`src/rtl/sco_pkg.sv`:
```
// Shared types, constants and the CORDIC arctangent table for the swept-circle outline block.
// No dependencies.
package sco_pkg;

    localparam int COORD_W     = 32;
    localparam int RADIUS_W    = 31;
    localparam int ANGLE_W     = 32;
    localparam int CORDIC_W    = 64;
    localparam int ZACC_W      = 34;
    localparam int OFFSET_W    = 34;
    localparam int TABLE_IDX_W = 6;
    localparam int QUEUE_DEPTH = 4;

    localparam logic [ANGLE_W-1:0] HALF_TURN    = 32'h8000_0000;
    localparam logic [ANGLE_W-1:0] QUARTER_TURN = 32'h4000_0000;
    localparam logic signed [31:0] GAIN_Q30     = 32'sd652032874;

    typedef enum logic [1:0] {
        KIND_POINT     = 2'd0,
        KIND_SEGMENT   = 2'd1,
        KIND_CIRCLE    = 2'd2,
        KIND_TRAPEZOID = 2'd3
    } kind_t;

    typedef enum logic [1:0] {
        CLS_SAME      = 2'd0,
        CLS_SEGMENT   = 2'd1,
        CLS_INSIDE    = 2'd2,
        CLS_TRAPEZOID = 2'd3
    } class_t;

    typedef struct packed {
        logic signed [COORD_W-1:0] first_x;
        logic signed [COORD_W-1:0] first_y;
        logic [RADIUS_W-1:0]       first_radius;
        logic signed [COORD_W-1:0] second_x;
        logic signed [COORD_W-1:0] second_y;
        logic [RADIUS_W-1:0]       second_radius;
    } in_t;

    typedef struct packed {
        kind_t                     shape_kind;
        logic signed [COORD_W-1:0] vertex_x;
        logic signed [COORD_W-1:0] vertex_y;
        logic [RADIUS_W-1:0]       circle_radius;
        logic                      last;
    } res_t;

    typedef struct packed {
        class_t                    cls;
        logic signed [COORD_W-1:0] x1;
        logic signed [COORD_W-1:0] y1;
        logic [RADIUS_W-1:0]       r1;
        logic signed [COORD_W-1:0] x2;
        logic signed [COORD_W-1:0] y2;
        logic [RADIUS_W-1:0]       r2;
        logic signed [COORD_W:0]   dx;
        logic signed [COORD_W:0]   dy;
        logic signed [RADIUS_W:0]  dr;
    } job_t;

    typedef struct packed {
        logic                       start;
        logic                       vect;
        logic signed [CORDIC_W-1:0] x;
        logic signed [CORDIC_W-1:0] y;
        logic [ANGLE_W-1:0]         angle;
    } cordic_cmd_t;

    typedef struct packed {
        logic                       done;
        logic                       flip;
        logic signed [CORDIC_W-1:0] x;
        logic signed [CORDIC_W-1:0] y;
        logic [ANGLE_W-1:0]         z;
    } cordic_res_t;

    function automatic logic [ANGLE_W-1:0] atan_entry(input logic [TABLE_IDX_W-1:0] idx);
        logic [ANGLE_W-1:0] v;
        case (idx)
            6'd0:  v = 32'h2000_0000;
            6'd1:  v = 32'h12E4_051E;
            6'd2:  v = 32'h09FB_385B;
            6'd3:  v = 32'h0511_11D4;
            6'd4:  v = 32'h028B_0D43;
            6'd5:  v = 32'h0145_D7E1;
            6'd6:  v = 32'h00A2_F61E;
            6'd7:  v = 32'h0051_7C55;
            6'd8:  v = 32'h0028_BE53;
            6'd9:  v = 32'h0014_5F2F;
            6'd10: v = 32'h000A_2F98;
            6'd11: v = 32'h0005_17CC;
            6'd12: v = 32'h0002_8BE6;
            6'd13: v = 32'h0001_45F3;
            6'd14: v = 32'h0000_A2FA;
            6'd15: v = 32'h0000_517D;
            6'd16: v = 32'h0000_28BE;
            6'd17: v = 32'h0000_145F;
            6'd18: v = 32'h0000_0A30;
            6'd19: v = 32'h0000_0518;
            6'd20: v = 32'h0000_028C;
            6'd21: v = 32'h0000_0146;
            6'd22: v = 32'h0000_00A3;
            6'd23: v = 32'h0000_0051;
            6'd24: v = 32'h0000_0029;
            6'd25: v = 32'h0000_0014;
            6'd26: v = 32'h0000_000A;
            6'd27: v = 32'h0000_0005;
            6'd28: v = 32'h0000_0003;
            6'd29: v = 32'h0000_0001;
            6'd30: v = 32'h0000_0001;
            default: v = 32'h0000_0000;
        endcase
        return v;
    endfunction

    function automatic logic signed [COORD_W-1:0] sat_coord(input logic signed [OFFSET_W:0] v);
        logic signed [OFFSET_W:0] hi;
        logic signed [OFFSET_W:0] lo;
        hi = 35'sd2147483647;
        lo = -35'sd2147483648;
        if (v > hi) begin
            return 32'sh7FFF_FFFF;
        end else if (v < lo) begin
            return 32'sh8000_0000;
        end
        return v[COORD_W-1:0];
    endfunction

endpackage

```
`src/rtl/sco_queue.sv`:
```
// Short job queue between the front and back parts.
// Depends on sco_pkg.
module sco_queue
    import sco_pkg::*;
(
    input  logic aclk,
    input  logic aresetn,
    input  logic push_valid,
    output logic push_ready,
    input  job_t push_data,
    output logic pop_valid,
    input  logic pop_ready,
    output job_t pop_data
);

    localparam int PW = $clog2(QUEUE_DEPTH);

    job_t          mem_reg [QUEUE_DEPTH];
    logic [PW-1:0] wr_reg, wr_next, rd_reg, rd_next;
    logic [PW:0]   cnt_reg, cnt_next;
    logic          do_push, do_pop;

    assign push_ready = cnt_reg != (PW+1)'(QUEUE_DEPTH);
    assign pop_valid  = cnt_reg != '0;
    assign pop_data   = mem_reg[rd_reg];
    assign do_push    = push_valid && push_ready;
    assign do_pop     = pop_valid && pop_ready;

    always_comb begin
        wr_next  = do_push ? wr_reg + 1'b1 : wr_reg;
        rd_next  = do_pop ? rd_reg + 1'b1 : rd_reg;
        cnt_next = cnt_reg + (PW+1)'(do_push) - (PW+1)'(do_pop);
    end

    always_ff @(posedge aclk) begin
        if (!aresetn) begin
            wr_reg  <= '0;
            rd_reg  <= '0;
            cnt_reg <= '0;
        end else begin
            wr_reg  <= wr_next;
            rd_reg  <= rd_next;
            cnt_reg <= cnt_next;
        end
    end

    always_ff @(posedge aclk) begin
        if (do_push) mem_reg[wr_reg] <= push_data;
    end

endmodule

```
`config.mk`:
```
export PLATFORM = sky130hd
export DESIGN_NAME = sco_queue
export DESIGN_NICKNAME = d
export VERILOG_FILES = /design/src/rtl/sco_pkg.sv /design/src/rtl/sco_queue.sv
export SDC_FILE = /design/constraint.sdc
export NUM_CORES = 1
export LEC_CHECK = 0
export BUFFER_PORTS_ARGS = -buffer_cell sky130_fd_sc_hd__buf_2
export CORE_MARGIN = 1.5
export CORE_UTILIZATION = 59
export CTS_BUF_LIST = sky130_fd_sc_hd__clkbuf_8
export CTS_CLUSTER_DIAMETER = 60
export DETAILED_ROUTE_END_ITERATION = 16
export GPL_ROUTABILITY_DRIVEN = 0
export PLACE_DENSITY_LB_ADDON = 0.2
export SETUP_SLACK_MARGIN = 0.02
export SYNTH_ARGS = -nofsm -noshare
export SYNTH_HDL_FRONTEND = slang
export SYNTH_SLANG_ARGS = --single-unit
```
`constraint.sdc`:
```
create_clock -name aclk -period 12.1 [get_ports aclk]
set_input_delay 1.815 -clock aclk [delete_from_list [all_inputs] [get_ports aclk]]
set_output_delay 1.815 -clock aclk [all_outputs]
set_load 0.02 [all_outputs]
```
---- After elaboration in Yosys (flattened, before gate mapping) ----
Memory sizes are Yosys's and may differ from the RTL's. A register that Yosys moved wholly into a read port is not among the register bits.
Index checks and enable logic that the tools add are counted.
operators by class
  multiplexer cells ....................... 4
  reduce and logical (&&, ||, !) cells .... 3
  $lt $le $gt $ge ......................... 0
  multiply operators ...................... 0
  div/mod/pow operators ................... 0
  shift-type cells ........................ 0
  add/sub/neg operators ................... 4
  equality and inequality tests ........... 1
  bitwise logic cells ..................... 0
operators with widths
  cell                                          count
  adder 2 x 1 -> 2 bit, second input constant   2
  2-to-1 mux 2 bit                              2
  adder 3 x 1 -> 3 bit                          1
  inequality test 3 bit, second input constant  1
  nonzero test 3 bit                            1
  subtractor 3 x 1 -> 3 bit                     1
  logical AND 1 bit                             2
  2-to-1 mux 1 bit                              2
storage, ports and cells
  memory bits (writable) .................. 1,160
  memory bits (read-only) ................. 0
  bits in latches ......................... 0
  word-level logic and storage cells ...... 16
  flip-flop bits (word level) ............. 7
  bits of input ports ..................... 294
  memories ................................ 1
memory list
  name     depth  width  read ports  clocked after memory_dff  wr ports  RTL line         RTL
  mem_reg  4      290    1           1                         1         sco_queue.sv:18  job_t mem_reg [QUEUE_DEPTH];

---- Longest topological paths before layout ----
Gate-level depths: netlist of run 1.
  word-level depth ........................ 4
  mapped depth ............................ 11

---- Worst setup path after synthesis of run 1 ----
OpenSTA, ideal clock, no wires.
  path kind ............................... input -> register
  from .................................... input push_valid
  to ...................................... memory mem_reg[0][0] (netlist bit), enable pin
  slack ................................... 2.600 ns
  path buffers ............................ 0
  stages .................................. 2
  data arrival time ....................... 8.812 ns
  required time ........................... 11.412 ns
  cell sequence ........................... a21boi_1 and2_1
on the way
  longest elaborated chain between the ends .. 3
RTL lines
  what                                    RTL line         RTL
  start: declaration                      sco_queue.sv:8   input logic push_valid,
  logical AND 1 bit                       sco_queue.sv:26  assign do_push = push_valid && push_ready;
  2-to-1 mux 1 bit                        sco_queue.sv:48  if (do_push) mem_reg[wr_reg] <= push_data;
  2-to-1 mux 1 bit (not written as such)  sco_queue.sv:48
  end: declaration                        sco_queue.sv:18
Every way passes these cells.

==> results of run 1 <==
[cells by family (layout without fill, tap and decap cells)]
kind of cell | after synthesis | after routing
buffers and inverters | 70 | 920
adder cells (fa/ha/maj) | 7 | 7
AND/OR/NAND/NOR | 17 | 17
XOR/XNOR | 4 | 4
flip-flops | 1169 | 1169
other | 0 | 28
multiplexers | 292 | 292
AO/OA/AOI/OAI | 3 | 3
[synthesized netlist by cell type, drive strengths merged]
cell       n  area, µm²
a21boi     1       7.51
and2       7       43.8
buf       62        394
clkbuf     3       11.3
dfxtp      9        180
edfxtp  1160      34800
fa         1       20.0
ha         6       75.1
inv        5       18.8
mux2i      2       20.0
mux4     290       6530
nand2      5       18.8
nor2       1       3.75
nor2b      3       18.8
o311ai     1       8.76
o31a       1       8.76
or3        1       6.26
xnor2      4       35.0
[cell type report]
class                   instances  share of cell area, %
diodes                         28                  0.142
clock buffers                 179                   4.99
clock inverters               134                   1.48
inverters                       5                 0.0380
multi-input cells             323                   13.8
flip-flops and latches       1169                   70.9
well taps                     940                   2.38
repair buffers                602                   6.33
[through the flow]
| step | std cells | hold WS [ps] |
|---|---|---|
| CTS | 3352 | 520 |
| finish | 3380 | 523 |
| global placement | 3039 | 475 |
| detailed placement | 3039 | 513 |
| floorplan | 1562 | 468 |
| global route | 3369 | 546 |
[tightest hold or removal path: cells and delay by family (launching register included)]
| family | cells | cell delay (ps) |
|---|---|---|
| flip-flops | 1 | 340 |
| AND/OR/NAND/NOR | 1 | 80 |
| multiplexers | 1 | 60 |
[routing by layer]
layer	vias up	global-route usage [%]	wire length (µm)	part of all wire [%]
met5	-	0	269	0.31
met4	44	11.0	3160	3.6
met3	208	8.53	7530	8.6
met2	768	38.3	44600	51
met1	10300	29.9	31500	36
li1	8297	-	-	-
[power breakdown]
part	total [W]	switching (W)	leakage [nW]	internal [W]
Clock	0.00291	0.00145	1.85	0.00146
Combinational	0.00259	0.00157	4.07	0.00102
Sequential	0.00504	0.000126	10.7	0.00491
Total	0.0105	0.00315	16.6	0.00738
[path summary, 6_finish.rpt]
path	startpoint	to	slack [ps]	cells past startpoint
hold / removal	wr_reg[0]	wr_reg[0]	520	2
setup reg to reg	cnt_reg[1]	mem_reg[1][266]	8280	5
hold reg to reg	wr_reg[0]	wr_reg[0]	520	2
setup / recovery	register	pop_data[243]	6060	4
==> results by group, run 1 <==
Synthesis
  – Post-synthesis xor/xnor area fraction: 0.0829%
  – Synth Cell Area: 0.0422 mm²
  – Register area share after synthesis: 82.9%
  – Main combinational cell family by area after synthesis: multiplexers
  – Syn avg cell area: 27.0 µm²
  – Seq cells post-synth: 1,169
  – Compound-Gate Fraction of Synth Area: 0.0592%
  – Yosys warnings: 0
  – Cell variety after synth: 21
  – Simple-gate share of the synthesized area: 0.216%
  – Cells after Synth: 1,562
  – Multiplexer share of the synthesized area: 15.5%
  – Post-Synth Adder-Cell Area: 0.225%
  – Syn Nets: 1,863

Place
  – Worst slack at placement: 6760 ps
  – DPL Wire Length: 53,100 µm
  – IO buf count: 585
  – Placement-stage cell area: 0.0462 mm²

Setup path
  – Crit path kind: register to output port
  – Worst Path Max Fanout: 123
  – Buf/Inv on CP: 3
  – Worst setup EP type: output port
  – Top delay family on crit path: buffers and inverters
  – CP cell instances: buf_12 -> buf_4 -> mux4_2 -> buf_2
  – CP Data Arrival Time: 4220 ps
  – Worst Setup Start Kind: register
  – Worst path slowest cell: buf_4
  – Max incr delay on CP: 830 ps
  – Data required, critical path: 10,280 ps

Floorplan
  – FP Rows: 97
  – Die Height: 271 µm
  – Die area: 0.0732 mm²
  – Io pins: 586
  – Core area: 0.0704 mm²
  – Starting Density: 60.0%
  – Die Wd: 271 µm

Finish
  – Commonest non-fill, non-tap cell in the layout: edfxtp_1
  – Storage element area: 0.0350 mm²
  – Most frequent cells in the layout: 1,160 x edfxtp_1, 585 x buf_2, 290 x mux4_2
  – Final Util: 70.2%
  – Layout cells sized above 1: 46.2%
  – Filler cells: 4,269
  – Post-route cell area: 0.0494 mm²
  – Area Growth Syn to Fin: 17.0%
  – Multi-input logic area: 0.00681 mm²
  – Max FFs per register: 1,160
  – Final #Nets: 2,580

Clocking
  – Clock net sink count: 1,169
  – CTS buffer count: 178
  – Root Buffer: clkbuf_8
  – TritonCTS clock tree: done
  – Clock-pin transition on the worst setup and hold timing paths: 60 ps
  – Post-cts gate resize count: 0
  – Hold Buf Count CTS: 0
  – Worst-Skew Late Latency: 800 ps
  – Htree depth: 4
  – Setup Buffers After CTS: 0
  – Worst-case clock buffer depth: 3

STA
  – Setup Skew: 42.9 ps
  – Count of pins over their slew limit: 0
  – Final Hold Vio Count: 0
  – Worst rel slew slack: 7.21%
  – Maximum clock rate: 166 MHz
  – Tightest Pin Transition: 1390 ps
  – Fin worst setup slack: 6060 ps
  – # setup viols final: 0
  – RSZ-0062 raised after global routing: no
  – Min Tclk post-route: 6040 ps
  – Ratio of final minimum period to clock period: 49.9%
  – Setup TNS: 0 ps

Route
  – Initial DRT Pass Iterations: 5
  – Routed wire length: 87,100 µm
  – Post-DR wirelength/cell: 25.8 µm
  – Iter 0 DRT Violations: 1,596
  – Drt drc: 0
  – Via count of the routed design: 19,600
  – Vias/cell: 5.80
  – ANT nets after route: 0

GRT
  – Largest net degree at the start of global routing: 165
  – First-pass GRT wire length: 128,000 µm
  – Vias in the first global route: 20,700
  – Antenna violations before repair: 45
  – Total Routing Usage GR: 24.0%
  – Total grt overflow: 0

Power and ir drop
  – Pwr Total: 0.0105 W
  – Leakage: 16.6 nW
  – P per Cell Area: 213 mW/mm²
  – VDD IR-drop max: 153 µV

Flow run
  – Max-Cap Viols: 0

Outcome
  – Status: finished clean

Hold path
  – Hold Crit Class: register to register
(Power assumes the default switching activity.)
==> inputs of run 2 (changes only) <==
==> constraint.sdc (replaced) <==
create_clock -name aclk -period 5.95 [get_ports aclk]
set_input_delay 0.8925 -clock aclk [delete_from_list [all_inputs] [get_ports aclk]]
set_output_delay 0.8925 -clock aclk [all_outputs]
set_load 0.02 [all_outputs]
==> results by group, run 2 (synthesized netlist as in run 1, its figures left out) <==
Finish
  – Final #Nets: 2,591 (+0.43%)
  – Most frequent cells in the layout: 1,160 x edfxtp_1, 585 x buf_2, 290 x mux4_2
  – Max FFs per register: 1,160 (unchanged)
  – Final Util: 70.3% (+0.12 points)
  – Area Growth Syn to Fin: 17.2%
  – Commonest non-fill, non-tap cell in the layout: edfxtp_1
  – Layout cells sized above 1: 46.4% (+0.17 points)

STA
  – Min Tclk post-route: 3960 ps
  – Setup TNS: 0 ps (unchanged)
  – Worst rel slew slack: 42.7% (+35 points)
  – Ratio of final minimum period to clock period: 66.6%
  – Hold slack final: 295 ps (-228 ps)
  – Fin worst setup slack: 1990 ps (-4070 ps)
  – Tightest Pin Transition: 859 ps (-532 ps)
  – Maximum clock rate: 252 MHz
  – RSZ-0062 raised after global routing: no
  – # setup viols final: 0 (unchanged)
  – Final Hold Vio Count: 0 (unchanged)
  – Count of pins over their slew limit: 0 (unchanged)
  – Setup Skew: 44.9 ps (+2.01 ps)

Clocking
  – Setup Buffers After CTS: 0 (unchanged)
  – Clock-pin transition on the worst setup and hold timing paths: 70 ps (about the same)
  – Htree depth: 4 (unchanged)
  – Worst-Skew Late Latency: 810 ps (about the same)
  – Worst-case clock buffer depth: 3 (unchanged)
  – Root Buffer: clkbuf_8
  – CTS buffer count: 176 (-1.1%)
  – Hold Buf Count CTS: 0 (unchanged)
  – TritonCTS clock tree: done
  – Clock net sink count: 1,169 (unchanged)
  – Post-cts gate resize count: 0 (unchanged)

Setup path
  – Critical Path Sink: pop_data[234]
  – Reg2Reg Depth: 4 (-1)
  – Worst r2r dst: mem_reg[3][147]
  – Worst Path Max Fanout: 66 (-46%)
  – Reg-to-reg critical path startpoint: cnt_reg[1]
  – CP Data Arrival Time: 3070 ps (-1150 ps)
  – Worst setup EP type: output port
  – Worst Setup Start Kind: register
  – Worst reg-to-reg setup slack: 2960 ps (-5320 ps)
  – Data required, critical path: 5060 ps (-5220 ps)
  – Crit path kind: register to output port

Route
  – Iter 0 DRT Violations: 1,777 (+11%)
  – Drt drc: 0 (unchanged)
  – Via count of the routed design: 19,400 (-1.2%)
  – Initial DRT Pass Iterations: 5 (unchanged)
  – Vias/cell: 5.73 (-1.2%)
  – Post-DR wirelength/cell: 25.4 µm (-1.5%)
  – Routed wire length: 85,700 µm (-1.6%)
  – ANT nets after route: 0 (unchanged)

GRT
  – Antenna violations before repair: 38 (-16%)
  – Total grt overflow: 0 (unchanged)
  – Total Routing Usage GR: 23.8% (-0.19 points)
  – Largest net degree at the start of global routing: 115 (-30%)
  – First-pass GRT wire length: 128,000 µm (-0.29%)
  – Vias in the first global route: 20,300 (-2.0%)

Place
  – IO buf count: 585 (unchanged)
  – Worst slack at placement: 2420 ps (-4350 ps)
  – DPL Wire Length: 53,600 µm (+1.0%)

Floorplan
  – Starting Density: 60.0% (unchanged)
  – Die area: 0.0732 mm² (unchanged)
  – Core area: 0.0704 mm² (unchanged)
  – FP Rows: 97 (unchanged)
  – Die Height: 271 µm (unchanged)
  – Die Wd: 271 µm (unchanged)
  – Io pins: 586 (unchanged)

Outcome
  – Status: finished clean

Hold path
  – Hold Crit Class: input pin to register

Power and ir drop
  – Leakage: 16.7 nW (+0.27%)
  – VDD IR-drop max: 294 µV (+92%)
  – P per Cell Area: 430 mW/mm² (+100%)

Flow run
  – Max-Cap Viols: 0 (unchanged)
run 2: cell type report:
type,count,area (µm²)
Sequential cell,1169,35000
Fill cell,4225,20900
Multi-Input combinational cell,323,6810
Timing Repair Buffer,615,3330
Clock buffer,176,2420
Tap cell,940,1180
Clock inverter,126,673
Antenna cell,24,60.1
Inverter,5,18.8
run 2: worst min path at each step:
stage	from	end	slack [ps]	cells after the start
global placement	wr_reg[1]	wr_reg[1]	480	2
finish	push_data[261]	mem_reg[3][261]	300	1
global route	push_data[0]	mem_reg[3][0]	240	1
CTS	push_data[9]	mem_reg[2][9]	200	1
floorplan	wr_reg[1]	wr_reg[1]	470	2
detailed placement	wr_reg[0]	wr_reg[0]	510	2
run 2: critical path, cell delays in order, from the launching register on:
cell	delay, ps
dfxtp_4	890
buf_12	500
mux4_2	630
buf_2	200
run 2: routing by layer:
| metal | track usage (%) | share of wire, % | vias to the layer above |
|---|---|---|---|
| met3 | 7.72 | 8.3 | 173 |
| met4 | 8.29 | 2.4 | 36 |
| met1 | 30.5 | 37 | 10100 |
| li1 | - | - | 8316 |
| met5 | 0 | 0.24 | - |
| met2 | 38.9 | 52 | 729 |
run 2: power breakdown:
part	switching [W]	total (W)	internal, W
clock	0.00291	0.00578	0.00287
sequential	0.000260	0.0102	0.00997
combinational	0.00316	0.00527	0.00210
run 2: metrics by stage:
stage	power [W]	instances	area (µm²)
floorplan	0.0140	1562	42200
global placement	0.0157	3052	46400
detailed placement	0.0158	3052	46400
CTS	0.0215	3354	49400
global route	0.0221	3367	49500
finish	0.0213	3378	49500
